**src/hdl/gbn_pkg.sv**
```systemverilog
package gbn_pkg;

	localparam int unsigned PAYLOAD_BYTES = 512;
	localparam int unsigned PAY_SHIFT     = $clog2(PAYLOAD_BYTES);
	localparam int unsigned WINDOW_MAX    = 16;
	localparam int unsigned RESULT_LIMIT  = 16;
	localparam int unsigned WIN_LIMIT     = (WINDOW_MAX < RESULT_LIMIT) ? WINDOW_MAX : RESULT_LIMIT;

	localparam int unsigned SEQ_W   = 16;
	localparam int unsigned LEN_W   = 20;
	localparam int unsigned BYTES_W = 13;
	localparam int unsigned WIN_W   = 5;
	localparam int unsigned TMO_W   = 16;
	localparam int unsigned CNT_W   = 5;
	localparam int unsigned ADDR_W  = 3;
	localparam int unsigned DATA_W  = 32;

	localparam logic [WIN_W-1:0] WINDOW_RST  = 5'd4;
	localparam logic [TMO_W-1:0] TIMEOUT_RST = 16'd1000;

	localparam logic REG_WINDOW  = 1'b0;
	localparam logic REG_TIMEOUT = 1'b1;

	typedef enum logic [1:0] {
		FUNC_START = 2'd0,
		FUNC_ACK   = 2'd1,
		FUNC_TICK  = 2'd2
	} func_t;

	typedef enum logic [1:0] {
		KIND_NEW    = 2'd0,
		KIND_RESEND = 2'd1,
		KIND_DONE   = 2'd2
	} kind_t;

	typedef struct packed {
		logic [WIN_W-1:0] window;
		logic [TMO_W-1:0] timeout;
	} cfg_t;

	typedef struct packed {
		kind_t              kind;
		logic [SEQ_W-1:0]   first;
		logic [CNT_W-1:0]   count;
		logic [SEQ_W-1:0]   end_seq;
		logic [BYTES_W-1:0] final_bytes;
	} cmd_t;

	typedef struct packed {
		logic push;
		cmd_t cmd;
	} q_wr_t;

endpackage

```
**src/hdl/gbn_front.sv**
```systemverilog
module gbn_front import gbn_pkg::*; (
	input  logic             clk,
	input  logic             arst_n,
	input  cfg_t             cfg,
	input  logic             evt_valid,
	output logic             evt_ready,
	input  logic [1:0]       func,
	input  logic [LEN_W-1:0] message_length,
	input  logic [SEQ_W-1:0] ack_seq,
	input  logic             q_full,
	output q_wr_t            q_wr
);

	logic [SEQ_W-1:0]   base_q, next_q, end_q, idle_q;
	logic [BYTES_W-1:0] final_q;
	logic               active_q;

	logic [SEQ_W-1:0]   base_d, next_d, end_d, idle_d;
	logic [BYTES_W-1:0] final_d;
	logic               active_d;

	logic [WIN_W-1:0]   eff_win;
	logic [LEN_W:0]     len_round;
	logic [LEN_W-1:0]   len_m1;
	logic [SEQ_W-1:0]   st_end;
	logic [BYTES_W-1:0] st_final;
	logic [CNT_W-1:0]   st_cnt;

	logic               ack_hit, ack_done;
	logic [SEQ_W-1:0]   ack_base;
	logic [SEQ_W:0]     lim_win, lim_end, lim;
	logic [CNT_W-1:0]   ack_cnt;

	logic [SEQ_W-1:0]   idle_inc;
	logic [TMO_W-1:0]   tmo;
	logic               expire;
	logic [CNT_W-1:0]   rs_cnt;

	logic               accept;

	assign evt_ready = !q_full;
	assign accept    = evt_valid && evt_ready;

	always_comb begin
		if (cfg.window == '0) begin
			eff_win = WIN_W'(1);
		end else if (cfg.window > WIN_W'(WIN_LIMIT)) begin
			eff_win = WIN_W'(WIN_LIMIT);
		end else begin
			eff_win = cfg.window;
		end
	end

	assign len_round = {1'b0, message_length} + (LEN_W+1)'(PAYLOAD_BYTES - 1);
	assign st_end    = SEQ_W'(len_round >> PAY_SHIFT) + SEQ_W'(1);
	assign len_m1    = message_length - LEN_W'(1);
	assign st_final  = (message_length == '0) ? '0
	                 : BYTES_W'(len_m1[PAY_SHIFT-1:0]) + BYTES_W'(1);
	assign st_cnt    = (st_end < SEQ_W'(eff_win)) ? CNT_W'(st_end) : CNT_W'(eff_win);

	assign ack_hit  = active_q && (ack_seq >= base_q) && (ack_seq < next_q);
	assign ack_done = ack_seq >= end_q;
	assign ack_base = ack_seq + SEQ_W'(1);
	assign lim_win  = {1'b0, ack_base} + (SEQ_W+1)'(eff_win);
	assign lim_end  = {1'b0, end_q} + (SEQ_W+1)'(1);
	assign lim      = (lim_win < lim_end) ? lim_win : lim_end;
	assign ack_cnt  = (lim > {1'b0, next_q}) ? CNT_W'(lim - {1'b0, next_q}) : '0;

	assign idle_inc = idle_q + SEQ_W'(1);
	assign tmo      = (cfg.timeout == '0) ? TMO_W'(1) : cfg.timeout;
	assign expire   = idle_inc >= tmo;
	assign rs_cnt   = CNT_W'(next_q - base_q);

	always_comb begin
		base_d   = base_q;
		next_d   = next_q;
		end_d    = end_q;
		final_d  = final_q;
		idle_d   = idle_q;
		active_d = active_q;

		q_wr.push            = 1'b0;
		q_wr.cmd.kind        = KIND_NEW;
		q_wr.cmd.first       = next_q;
		q_wr.cmd.count       = '0;
		q_wr.cmd.end_seq     = end_q;
		q_wr.cmd.final_bytes = final_q;

		if (accept) begin
			unique case (func)
				FUNC_START: begin
					end_d    = st_end;
					final_d  = st_final;
					base_d   = SEQ_W'(1);
					next_d   = SEQ_W'(1) + SEQ_W'(st_cnt);
					idle_d   = '0;
					active_d = 1'b1;

					q_wr.push            = 1'b1;
					q_wr.cmd.first       = SEQ_W'(1);
					q_wr.cmd.count       = st_cnt;
					q_wr.cmd.end_seq     = st_end;
					q_wr.cmd.final_bytes = st_final;
				end
				FUNC_ACK: begin
					if (ack_hit) begin
						base_d = ack_base;
						idle_d = '0;
						if (ack_done) begin
							active_d       = 1'b0;
							q_wr.push      = 1'b1;
							q_wr.cmd.kind  = KIND_DONE;
							q_wr.cmd.first = '0;
							q_wr.cmd.count = CNT_W'(1);
						end else begin
							next_d         = next_q + SEQ_W'(ack_cnt);
							q_wr.push      = ack_cnt != '0;
							q_wr.cmd.count = ack_cnt;
						end
					end
				end
				FUNC_TICK: begin
					if (active_q) begin
						idle_d = expire ? '0 : idle_inc;
						if (expire) begin
							q_wr.push      = rs_cnt != '0;
							q_wr.cmd.kind  = KIND_RESEND;
							q_wr.cmd.first = base_q;
							q_wr.cmd.count = rs_cnt;
						end
					end
				end
				default: begin
				end
			endcase
		end
	end

	always_ff @(posedge clk or negedge arst_n) begin
		if (!arst_n) begin
			base_q   <= SEQ_W'(1);
			next_q   <= SEQ_W'(1);
			end_q    <= '0;
			final_q  <= '0;
			idle_q   <= '0;
			active_q <= 1'b0;
		end else begin
			base_q   <= base_d;
			next_q   <= next_d;
			end_q    <= end_d;
			final_q  <= final_d;
			idle_q   <= idle_d;
			active_q <= active_d;
		end
	end

endmodule

```
**src/hdl/gbn_queue.sv**
```systemverilog
module gbn_queue import gbn_pkg::*; #(
	parameter int unsigned DEPTH = 4
) (
	input  logic  clk,
	input  logic  arst_n,
	input  q_wr_t wr,
	input  logic  pop,
	output logic  valid,
	output logic  full,
	output cmd_t  rd_cmd
);

	localparam int unsigned PTR_W  = (DEPTH > 1) ? $clog2(DEPTH) : 1;
	localparam int unsigned FILL_W = $clog2(DEPTH + 1);

	cmd_t              entries_q [DEPTH];
	logic [PTR_W-1:0]  wr_ptr_q, rd_ptr_q;
	logic [FILL_W-1:0] fill_q;
	logic              push_ok, pop_ok;

	assign valid   = fill_q != '0;
	assign full    = fill_q == FILL_W'(DEPTH);
	assign push_ok = wr.push && !full;
	assign pop_ok  = pop && valid;
	assign rd_cmd  = entries_q[rd_ptr_q];

	always_ff @(posedge clk) begin
		if (push_ok) begin
			entries_q[wr_ptr_q] <= wr.cmd;
		end
	end

	always_ff @(posedge clk or negedge arst_n) begin
		if (!arst_n) begin
			wr_ptr_q <= '0;
			rd_ptr_q <= '0;
			fill_q   <= '0;
		end else begin
			if (push_ok) begin
				wr_ptr_q <= (wr_ptr_q == PTR_W'(DEPTH - 1)) ? '0 : wr_ptr_q + PTR_W'(1);
			end
			if (pop_ok) begin
				rd_ptr_q <= (rd_ptr_q == PTR_W'(DEPTH - 1)) ? '0 : rd_ptr_q + PTR_W'(1);
			end
			case ({push_ok, pop_ok})
				2'b10:   fill_q <= fill_q + FILL_W'(1);
				2'b01:   fill_q <= fill_q - FILL_W'(1);
				default: fill_q <= fill_q;
			endcase
		end
	end

endmodule

```
**src/hdl/gbn_back.sv**
```systemverilog
module gbn_back import gbn_pkg::*; (
	input  logic               clk,
	input  logic               arst_n,
	input  logic               q_valid,
	input  cmd_t               q_cmd,
	output logic               pop,
	output logic               res_valid,
	input  logic               res_ready,
	output logic [1:0]         kind,
	output logic [SEQ_W-1:0]   send_seq,
	output logic [BYTES_W-1:0] payload_bytes,
	output logic               is_end,
	output logic               last
);

	logic               have_q;
	kind_t              cur_kind_q;
	logic [SEQ_W-1:0]   seq_q, end_q;
	logic [CNT_W-1:0]   left_q;
	logic [BYTES_W-1:0] final_q;

	logic               res_valid_q;
	kind_t              kind_q;
	logic [SEQ_W-1:0]   send_seq_q;
	logic [BYTES_W-1:0] bytes_q;
	logic               is_end_q, last_q;

	logic               out_free, emit;
	logic [BYTES_W-1:0] w_bytes;
	logic               w_end;

	assign out_free = !res_valid_q || res_ready;
	assign pop      = !have_q && q_valid;
	assign emit     = have_q && out_free;

	always_comb begin
		if (cur_kind_q == KIND_DONE) begin
			w_bytes = '0;
			w_end   = 1'b0;
		end else if (seq_q == end_q) begin
			w_bytes = '0;
			w_end   = 1'b1;
		end else if (seq_q + SEQ_W'(1) == end_q) begin
			w_bytes = final_q;
			w_end   = 1'b0;
		end else begin
			w_bytes = BYTES_W'(PAYLOAD_BYTES);
			w_end   = 1'b0;
		end
	end

	always_ff @(posedge clk or negedge arst_n) begin
		if (!arst_n) begin
			have_q      <= 1'b0;
			left_q      <= '0;
			res_valid_q <= 1'b0;
		end else begin
			if (pop) begin
				have_q <= 1'b1;
				left_q <= q_cmd.count;
			end else if (emit) begin
				left_q <= left_q - CNT_W'(1);
				if (left_q == CNT_W'(1)) begin
					have_q <= 1'b0;
				end
			end
			if (emit) begin
				res_valid_q <= 1'b1;
			end else if (res_ready) begin
				res_valid_q <= 1'b0;
			end
		end
	end

	always_ff @(posedge clk) begin
		if (pop) begin
			cur_kind_q <= q_cmd.kind;
			seq_q      <= q_cmd.first;
			end_q      <= q_cmd.end_seq;
			final_q    <= q_cmd.final_bytes;
		end else if (emit) begin
			seq_q <= seq_q + SEQ_W'(1);
		end
		if (emit) begin
			kind_q     <= cur_kind_q;
			send_seq_q <= seq_q;
			bytes_q    <= w_bytes;
			is_end_q   <= w_end;
			last_q     <= left_q == CNT_W'(1);
		end
	end

	assign res_valid     = res_valid_q;
	assign kind          = kind_q;
	assign send_seq      = send_seq_q;
	assign payload_bytes = bytes_q;
	assign is_end        = is_end_q;
	assign last          = last_q;

endmodule

```
**src/hdl/go_back_n_sender_window.sv**
```systemverilog
// Channel   Handshake            Word
// evt       evt_valid/evt_ready  func, message_length, ack_seq
// res       res_valid/res_ready  kind, send_seq, payload_bytes, is_end, last
// cfg       APB write/read       window at 0x0, timeout_ticks at 0x4
//
// An event word is taken while the command queue has room.
// A command's n words leave one per cycle unless res_ready stalls, then the next pops.
// res_ready low holds the output register; the queue then fills and drops evt_ready.
// Reset clears the window state and loads window 4, timeout 1000; no clearing pass.
module go_back_n_sender_window import gbn_pkg::*; #(
	parameter int unsigned QUEUE_DEPTH = 4
) (
	input  logic               clk,
	input  logic               arst_n,
	input  logic               psel,
	input  logic               penable,
	input  logic               pwrite,
	input  logic [ADDR_W-1:0]  paddr,
	input  logic [DATA_W-1:0]  pwdata,
	output logic [DATA_W-1:0]  prdata,
	output logic               pready,
	input  logic               evt_valid,
	output logic               evt_ready,
	input  logic [1:0]         func,
	input  logic [LEN_W-1:0]   message_length,
	input  logic [SEQ_W-1:0]   ack_seq,
	output logic               res_valid,
	input  logic               res_ready,
	output logic [1:0]         kind,
	output logic [SEQ_W-1:0]   send_seq,
	output logic [BYTES_W-1:0] payload_bytes,
	output logic               is_end,
	output logic               last
);

	cfg_t  cfg_q;
	q_wr_t q_wr;
	cmd_t  q_cmd;
	logic  q_full, q_valid, q_pop;

	assign pready = 1'b1;

	always_ff @(posedge clk or negedge arst_n) begin
		if (!arst_n) begin
			cfg_q.window  <= WINDOW_RST;
			cfg_q.timeout <= TIMEOUT_RST;
		end else if (psel && penable && pwrite && pready) begin
			unique case (paddr[2])
				REG_WINDOW:  cfg_q.window  <= pwdata[WIN_W-1:0];
				REG_TIMEOUT: cfg_q.timeout <= pwdata[TMO_W-1:0];
			endcase
		end
	end

	always_comb begin
		unique case (paddr[2])
			REG_WINDOW:  prdata = DATA_W'(cfg_q.window);
			REG_TIMEOUT: prdata = DATA_W'(cfg_q.timeout);
		endcase
	end

	gbn_front u_front (
		.clk            (clk),
		.arst_n         (arst_n),
		.cfg            (cfg_q),
		.evt_valid      (evt_valid),
		.evt_ready      (evt_ready),
		.func           (func),
		.message_length (message_length),
		.ack_seq        (ack_seq),
		.q_full         (q_full),
		.q_wr           (q_wr)
	);

	gbn_queue #(
		.DEPTH (QUEUE_DEPTH)
	) u_queue (
		.clk    (clk),
		.arst_n (arst_n),
		.wr     (q_wr),
		.pop    (q_pop),
		.valid  (q_valid),
		.full   (q_full),
		.rd_cmd (q_cmd)
	);

	gbn_back u_back (
		.clk           (clk),
		.arst_n        (arst_n),
		.q_valid       (q_valid),
		.q_cmd         (q_cmd),
		.pop           (q_pop),
		.res_valid     (res_valid),
		.res_ready     (res_ready),
		.kind          (kind),
		.send_seq      (send_seq),
		.payload_bytes (payload_bytes),
		.is_end        (is_end),
		.last          (last)
	);

endmodule

```
**config.mk**
```make
export PLATFORM = sky130hd
export DESIGN_NAME = go_back_n_sender_window
export DESIGN_NICKNAME = d
export VERILOG_FILES = /design/src/hdl/gbn_pkg.sv /design/src/hdl/gbn_front.sv /design/src/hdl/gbn_queue.sv /design/src/hdl/gbn_back.sv /design/src/hdl/go_back_n_sender_window.sv
export SDC_FILE = /design/constraint.sdc
export NUM_CORES = 1
export LEC_CHECK = 0
export BUFFER_PORTS_ARGS = -buffer_cell sky130_fd_sc_hd__clkbuf_2
export CAP_MARGIN = 30
export CORE_ASPECT_RATIO = 1.2
export CORE_MARGIN = 2
export CORE_UTILIZATION = 50
export CTS_CLUSTER_SIZE = 25
export DETAILED_ROUTE_END_ITERATION = 16
export MAX_ROUTING_LAYER = met4
export PLACE_DENSITY = 0.68
export SETUP_SLACK_MARGIN = 0.1
export SLEW_MARGIN = 20
export SYNTH_ARGS = -nofsm -noshare
export SYNTH_HDL_FRONTEND = slang
export SYNTH_SLANG_ARGS = --single-unit
```
**constraint.sdc**
```tcl
create_clock -name clk -period 18.4 [get_ports clk]
set_input_delay 5.52 -clock clk [delete_from_list [all_inputs] [get_ports clk]]
set_output_delay 5.52 -clock clk [all_outputs]
set_load 0.005 [all_outputs]
```
# --- Word-level counts from Yosys, hierarchy flattened ---
# Memory sizes are Yosys's and may differ from the RTL's.
# Cells that the tools add are included.
word_totals:
  regBits: 193
  ram_bits: 208
  in_bits: 80
  mem_count: 1
mem_list:
  columns: ["name", "depth", "width", "rd", "rd_clocked_by_memory_dff", "write_ports", "line_no", "rtl"]
  rows:
  - ["u_queue.entries_q", 4, 52, 1, 0, 1, "gbn_queue.sv:16", "cmd_t entries_q [DEPTH];"]
op_classes:
  add_sub_neg: 18
  n_lt_le_gt_ge: 8
  eq_ne: 15
  mux: 47
  bitwise: 2
  n_reduce_logical: 36
ops:
  columns: ["op", "count"]
  rows:
  - ["2-to-1 mux 16 bit", 9]
  - ["2-to-1 mux 24 bit", 3]
  - ["case mux 16 bit (2 select lines)", 2]
  - ["case mux 32 bit (2 select lines)", 1]
  - ["case mux 21 bit (3 select lines)", 1]
  - ["2-to-1 mux 53 bit", 1]
  - ["adder 16 x 1 -> 16 bit, second input constant", 3]
  - ["greater-or-equal comparator 16 bit", 3]
  - ["case mux 16 bit (3 select lines)", 1]
  - ["2-to-1 mux 5 bit", 7]
  - ["equality test 16 bit", 2]
  - ["2-to-1 mux 29 bit", 1]
  - ["adder 20 x 9 -> 21 bit, second input constant", 1]
  - ["zero test 20 bit", 1]
  - ["2-to-1 mux 18 bit", 1]
  - ["adder 16 x 1 -> 17 bit, second input constant", 1]
  - ["adder 16 x 5 -> 17 bit", 1]
  - ["greater-than comparator 17 x 16 -> 1 bit", 1]
  - ["< comparator 17 bit", 1]
  - ["2-to-1 mux 17 bit", 1]
  - ["adder 16 x 5 -> 16 bit", 1]
  - ["zero test 16 bit", 1]
  - ["< comparator 16 bit", 1]
  - ["< comparator 16 x 5 -> 1 bit", 1]
  - ["other kinds (38)", 80]

# --- Depth between registers and ports, before layout ---
depth:
  word_depth: 16
  depth_mapped: 39
  mapped_depth_nobuf: 38

# --- Hierarchy ---
# A second synthesis with hierarchy kept.
hier_totals:
  cells_unflattened: 1814
  area_unflattened_um2: 22108.7
by_module_without_submodules:
  columns: ["module", "instances", "cells_each", "area_each_um2", "seq_area_each_um2"]
  rows:
  - ["gbn_front", 1, 1137, 9047.4, 1804.2]
  - ["gbn_queue", 1, 312, 8026.4, 6421.2]
  - ["gbn_back", 1, 283, 3898.7, 2577.5]
  - ["go_back_n_sender_window", 1, 82, 1136.1, 534.3]

# --- Least setup slack after synthesis ---
# OpenSTA, ideal clock, no wires.
synth_timing:
  kind: "in2reg"
  startpoint: "input port ack_seq[0]"
  endpoint: "memory u_queue.entries_q[0][0] (netlist bit) (enable)"
  t_arrival_ps: 11580
  t_required_ps: 17992
  setup_slack_ps: 6412
  stages: 28
  path_buffers: 1
  path_cell_list: "ha_1 -> fa_1 -> a21o_1 -> a21oi_1 -> inv_1 -> a21oi_1 -> a2111oi_1 -> xor2_1 -> inv_1 -> ha_1 -> a21o_1 -> a21oi_1 -> nor2b_1 -> o21ai_0 -> nand2_1 -> a211oi_2 -> buf_4 -> mux2i_1 -> ha_1 -> fa_1 -> o21ai_0 -> a21oi_1 -> xnor2_1 -> nor2_1 -> a41o_1 -> a21oi_1 -> o31a_1 -> and2_1"
synth_via:
  elab_chain_len: 14
synth_rtl:
  columns: ["item", "line_no", "rtl"]
  rows:
  - ["start, declared", "go_back_n_sender_window.sv:26", "input logic [SEQ_W-1:0] ack_seq,"]
  - ["adder 16 x 1 -> 16 bit", "gbn_front.sv:63", "assign ack_base = ack_seq + SEQ_W'(1);"]
  - ["adder 16 x 5 -> 17 bit", "gbn_front.sv:64", "assign lim_win = {1'b0, ack_base} + (SEQ_W+1)'(eff_win);"]
  - ["< comparator 17 bit", "gbn_front.sv:66", "assign lim = (lim_win < lim_end) ? lim_win : lim_end;"]
  - ["2-to-1 mux 17 bit", "gbn_front.sv:66", null]
  - ["greater-than comparator 17 x 16 -> 1 bit / subtractor 5 bit (equally long branches)", "gbn_front.sv:67", "assign ack_cnt = (lim > {1'b0, next_q}) ? CNT_W'(lim - {1'b0, next_q}) : '0;"]
  - ["2-to-1 mux 5 bit", "gbn_front.sv:67", null]
  - ["nonzero test 5 bit", "gbn_front.sv:117", "q_wr.push = ack_cnt != '0;"]
  - ["2-to-1 mux 1 bit", "gbn_front.sv:109", "if (ack_done) begin"]
  - ["2-to-1 mux 24 bit *", "gbn_front.sv:106", "if (ack_hit) begin"]
  - ["case mux 1 bit (3 select lines) *", "gbn_front.sv:90", "unique case (func)"]
  - ["2-to-1 mux 53 bit *", "gbn_front.sv:89", "if (accept) begin"]
  - ["logical AND 1 bit *", "gbn_queue.sv:23", "assign push_ok = wr.push && !full;"]
  - ["2-to-1 mux 1 bit *", "gbn_queue.sv:28", "if (push_ok) begin"]
  - ["2-to-1 mux 1 bit (implied by the code) *", "gbn_queue.sv:29", "entries_q[wr_ptr_q] <= wr.cmd;"]
  - ["end, declared", "gbn_queue.sv:16", null]
# Every way passes the cells marked *; elsewhere a longest branch is shown, timed or not.

# --- Worst setup path after layout ---
layout_timing:
  startpoint: "input port ack_seq[2]"
  endpoint: "register u_front.next_q[5]"
layout_via:
  elab_chain_len: 10
layout_rtl:
  columns: ["item", "line_no", "rtl"]
  rows:
  - ["adder 16 x 1 -> 16 bit", "gbn_front.sv:63", null]
  - ["adder 16 x 5 -> 17 bit", "gbn_front.sv:64", null]
  - ["< comparator 17 bit", "gbn_front.sv:66", null]
  - ["2-to-1 mux 17 bit", "gbn_front.sv:66", null]
  - ["greater-than comparator 17 x 16 -> 1 bit / subtractor 5 bit (equally long branches)", "gbn_front.sv:67", null]
  - ["2-to-1 mux 5 bit", "gbn_front.sv:67", null]
  - ["adder 16 x 5 -> 16 bit", "gbn_front.sv:116", "next_d = next_q + SEQ_W'(ack_cnt);"]
  - ["2-to-1 mux 16 bit", "gbn_front.sv:109", null]
  - ["2-to-1 mux 16 bit", "gbn_front.sv:106", null]
  - ["case mux 16 bit (2 select lines)", "gbn_front.sv:90", null]
  - ["end signal, assigned", "gbn_front.sv:149", "next_q <= next_d;"]
  - ["end, declared", "gbn_front.sv:14", "logic [SEQ_W-1:0] base_q, next_q, end_q, idle_q;"]
# Parallel ways exist; a longest one is shown, timed or not. The select of a mux whose other input is x is not followed.
# A chain may end at the register's enable or synchronous reset.

==> flow_summary.json <==
{
  "yosys.area_share.simple_pct": 11.4,
  "setup_viol": 0,
  "final_antenna_net_count": 0,
  "yosysTopAreaCell": "edfxtp_1",
  "num_rows": 80,
  "grt_pass1_vias": 13600,
  "grt_overflow": 0,
  "yosys-top-cells-count": "edfxtp_1, nand2_1, ha_1, inv_1, dfrtp_1",
  "hold_buffers": 0,
  "period_share_pct": 68.7,
  "first_pass_iters": 5,
  "grt.total_usage_pct": 22.8,
  "final_hold_viol_count": 0,
  "async_flop_share_pct": 29.6,
  "die_area_um2": 41800,
  "port_buffers": 109,
  "crit_required_ns": 18.81,
  "synth_warnings": 0,
  "cp_slowest_cell": "or4_1",
  "utilization_pct": 56.6,
  "wire_per_inst_um": 19.5,
  "antenna_found_initial": 0,
  "clk_latency_ns": 0.54,
  "routed_wl_um": 46100,
  "synth_compound_area_share_pct": 9.76,
  "mappedNetlistArea_um2": 20100,
  "viasPerCell": 5.75,
  "io_pins": 148,
  "clockRootBuffer": "clkbuf_16",
  "ctsHtreeMaxLevel": 2,
  "yosysMostFrequentCell": "edfxtp_1",
  "synthesis.instances": 1698,
  "dp_hpwl_um": 33500,
  "synth-adder-area-share_pct": 8.35,
  "start_util_pct": 50.6,
  "p_per_area_nw_per_um2": 121,
  "ctsResizeCount": 0,
  "yosysTopAreaCellShare_pct": 38.2,
  "cts_setup_buffers": 0,
  "tritoncts": "done",
  "nFillCells": 3358,
  "synth-edff-count": 255,
  "ys_seq_area_share_pct": 51.6,
  "crit_fanout": 15,
  "peakVddDrop_v": 0.0000721,
  "area_growth_pct": 11.8,
  "synth-xor-area-share_pct": 6.19,
  "post-route-drc-count": 0,
  "cts_buffers": 38,
  "timing.fmax_ghz": 0.0791,
  "tightest_slew_ns": 0.946,
  "rr_worst_depth": 38,
  "hold-worst-slack_ns": 0.463,
  "maxCapViolCount": 0,
  "cp_data_arrival_time_ns": 13.05,
  "hold_depth": 0,
  "ys.flop_type": "edfxtp_1",
  "via_count": 13600,
  "gp_congestion": 0.939,
  "outcome": "finished, final reports clean",
  "cts.sink_count": 362,
  "synth_top_family_by_area": "simple AND/OR/NAND/NOR gates",
  "p_leak_nw": 8.80,
  "clk_path_buf_depth": 3,
  "ys_seq_elements": 362,
  "fin_nets": 2018,
  "slew_headroom_pct": 36.7,
  "drt_iter0_drc": 733,
  "die_y_um": 223,
  "slew_viol_final": 0,
  "muxShareOfSynthArea_pct": 8.62,
  "cp-end-kind": "flop",
  "n_antenna_cell": 0,
  "path_class": "in -> reg",
  "yosys-top-cells-area": "edfxtp_1, dfrtp_1, ha_1, mux4_2, xnor2_1",
  "drive_gt1_share_pct": 16.4,
  "grt_max_degree": 70,
  "grt_pass1_wl_um": 73000,
  "skew_ns": 0.0150,
  "die_x_um": 187,
  "slowest_delay_ns": 0.58,
  "yosysUniqueCellTypes": 76,
  "avgSynthCellArea_um2": 11.8,
  "min_period_ns": 12.65,
  "rsz0062_at_grt": "no",
  "critPathLaunchType": "input pin",
  "core_area_um2": 39600,
  "hp-class": "reg -> reg",
  "fin_tns_setup_ns": 0,
  "clk_pin_slew_ns": 0.06
}
-- layer usage --
metal / part of all wire [%] / vias up / GRT usage (%)
met5: 0 / - / -
met4: 2.9 / 0 / 7.78
li1: - / 6441 / -
met3: 4.3 / 85 / 2.53
met1: 42 / 6720 / 28.3
met2: 50 / 369 / 39.0
-- power breakdown --
| group | switching [mW] | internal [mW] | leakage [nW] | total [mW] |
|---|---|---|---|---|
| Sequential | 0.109 | 1.02 | 3.71 | 1.13 |
| Combinational | 0.467 | 0.367 | 4.49 | 0.833 |
| Clock | 0.325 | 0.435 | 0.601 | 0.760 |
| Total | 0.900 | 1.83 | 8.80 | 2.73 |
-- path summary, 6_finish.rpt --
path                                       from                  to  slack, ns
min reg2reg                u_back.cur_kind_q[1]      u_back.kind[1]       0.46
max reg2reg                           cfg_q[20]   u_front.next_q[5]      10.06
min                        u_back.cur_kind_q[1]      u_back.kind[1]       0.46
max in group asynchronous                arst_n            cfg_q[5]      12.39
min in group asynchronous                arst_n  u_front.base_q[10]       4.97
max                                  ack_seq[2]   u_front.next_q[5]       5.75
-- critical path, delay by kind of cell --
family	cells	cell delay [ns]
AND/OR/NAND/NOR	13	3.13
AO/OA/AOI/OAI	13	2.64
adder cells (fa/ha/maj)	3	0.92
buffers and inverters	2	0.41
multiplexers	1	0.30
XOR/XNOR	1	0.12
-- placed cells by master (no fill, tap or decap), types with 46 or more instances in the layout --
cell type and count:
a21oi_1 71, mux4_2 46, ha_1 126, inv_1 115, o21ai_0 94, edfxtp_1 255
nor2_1 66, nand2_1 127, clkbuf_2 108, xor2_1 59, nand3_1 50, xnor2_1 81
dfrtp_1 96
-- registers in the layout (all words and copies together), names as in the netlist, 13 cells and up --
| name | count |
|---|---|
| u_queue.entries_q | 184 |
| cfg_q | 21 |
| u_back.send_seq | 16 |
| u_back.seq_q | 16 |
| u_front.base_q | 16 |
| u_front.idle_q | 16 |
| u_front.next_q | 16 |
| u_back.end_q | 13 |
| u_front.end_q | 13 |
-- kinds of logic (layout without fill, tap and decap cells) --
kind of cell / count (synthesis) / count (layout)
simple gates: 448 / 448
xor+xnor: 141 / 141
buf+inv: 194 / 312
fa+ha+maj: 131 / 131
compound gates: 310 / 310
other cells: 2 / 22
mux: 110 / 110
flops: 362 / 362
-- metrics by stage --
| step | worst slack [ns] | area [um2] | total power, mW | std cells |
|---|---|---|---|---|
| 2_1_floorplan | 6.41 | 20100 | 1.72 | 1718 |
| 3_3_place_gp | 5.33 | 21100 | 1.94 | 2297 |
| 3_5_place_dp | 5.24 | 21100 | 1.98 | 2298 |
| 4_1_cts | 5.79 | 22400 | 2.74 | 2367 |
| 5_1_grt | 5.25 | 22400 | 2.89 | 2369 |
| 6_report | 5.75 | 22400 | 2.73 | 2369 |
-- layout make-up --
class | instances | area [um2] | area share, %
Clock buffer | 46 | 991 | 4.42
Tap cell | 533 | 667 | 2.97
Inverter | 116 | 435 | 1.94
Clock inverter | 23 | 269 | 1.20
Multi-Input combinational cell | 1162 | 9000 | 40.1
Sequential cell | 362 | 10300 | 46.1
Timing Repair Buffer | 127 | 727 | 3.24
(Power assumes the default switching activity.)
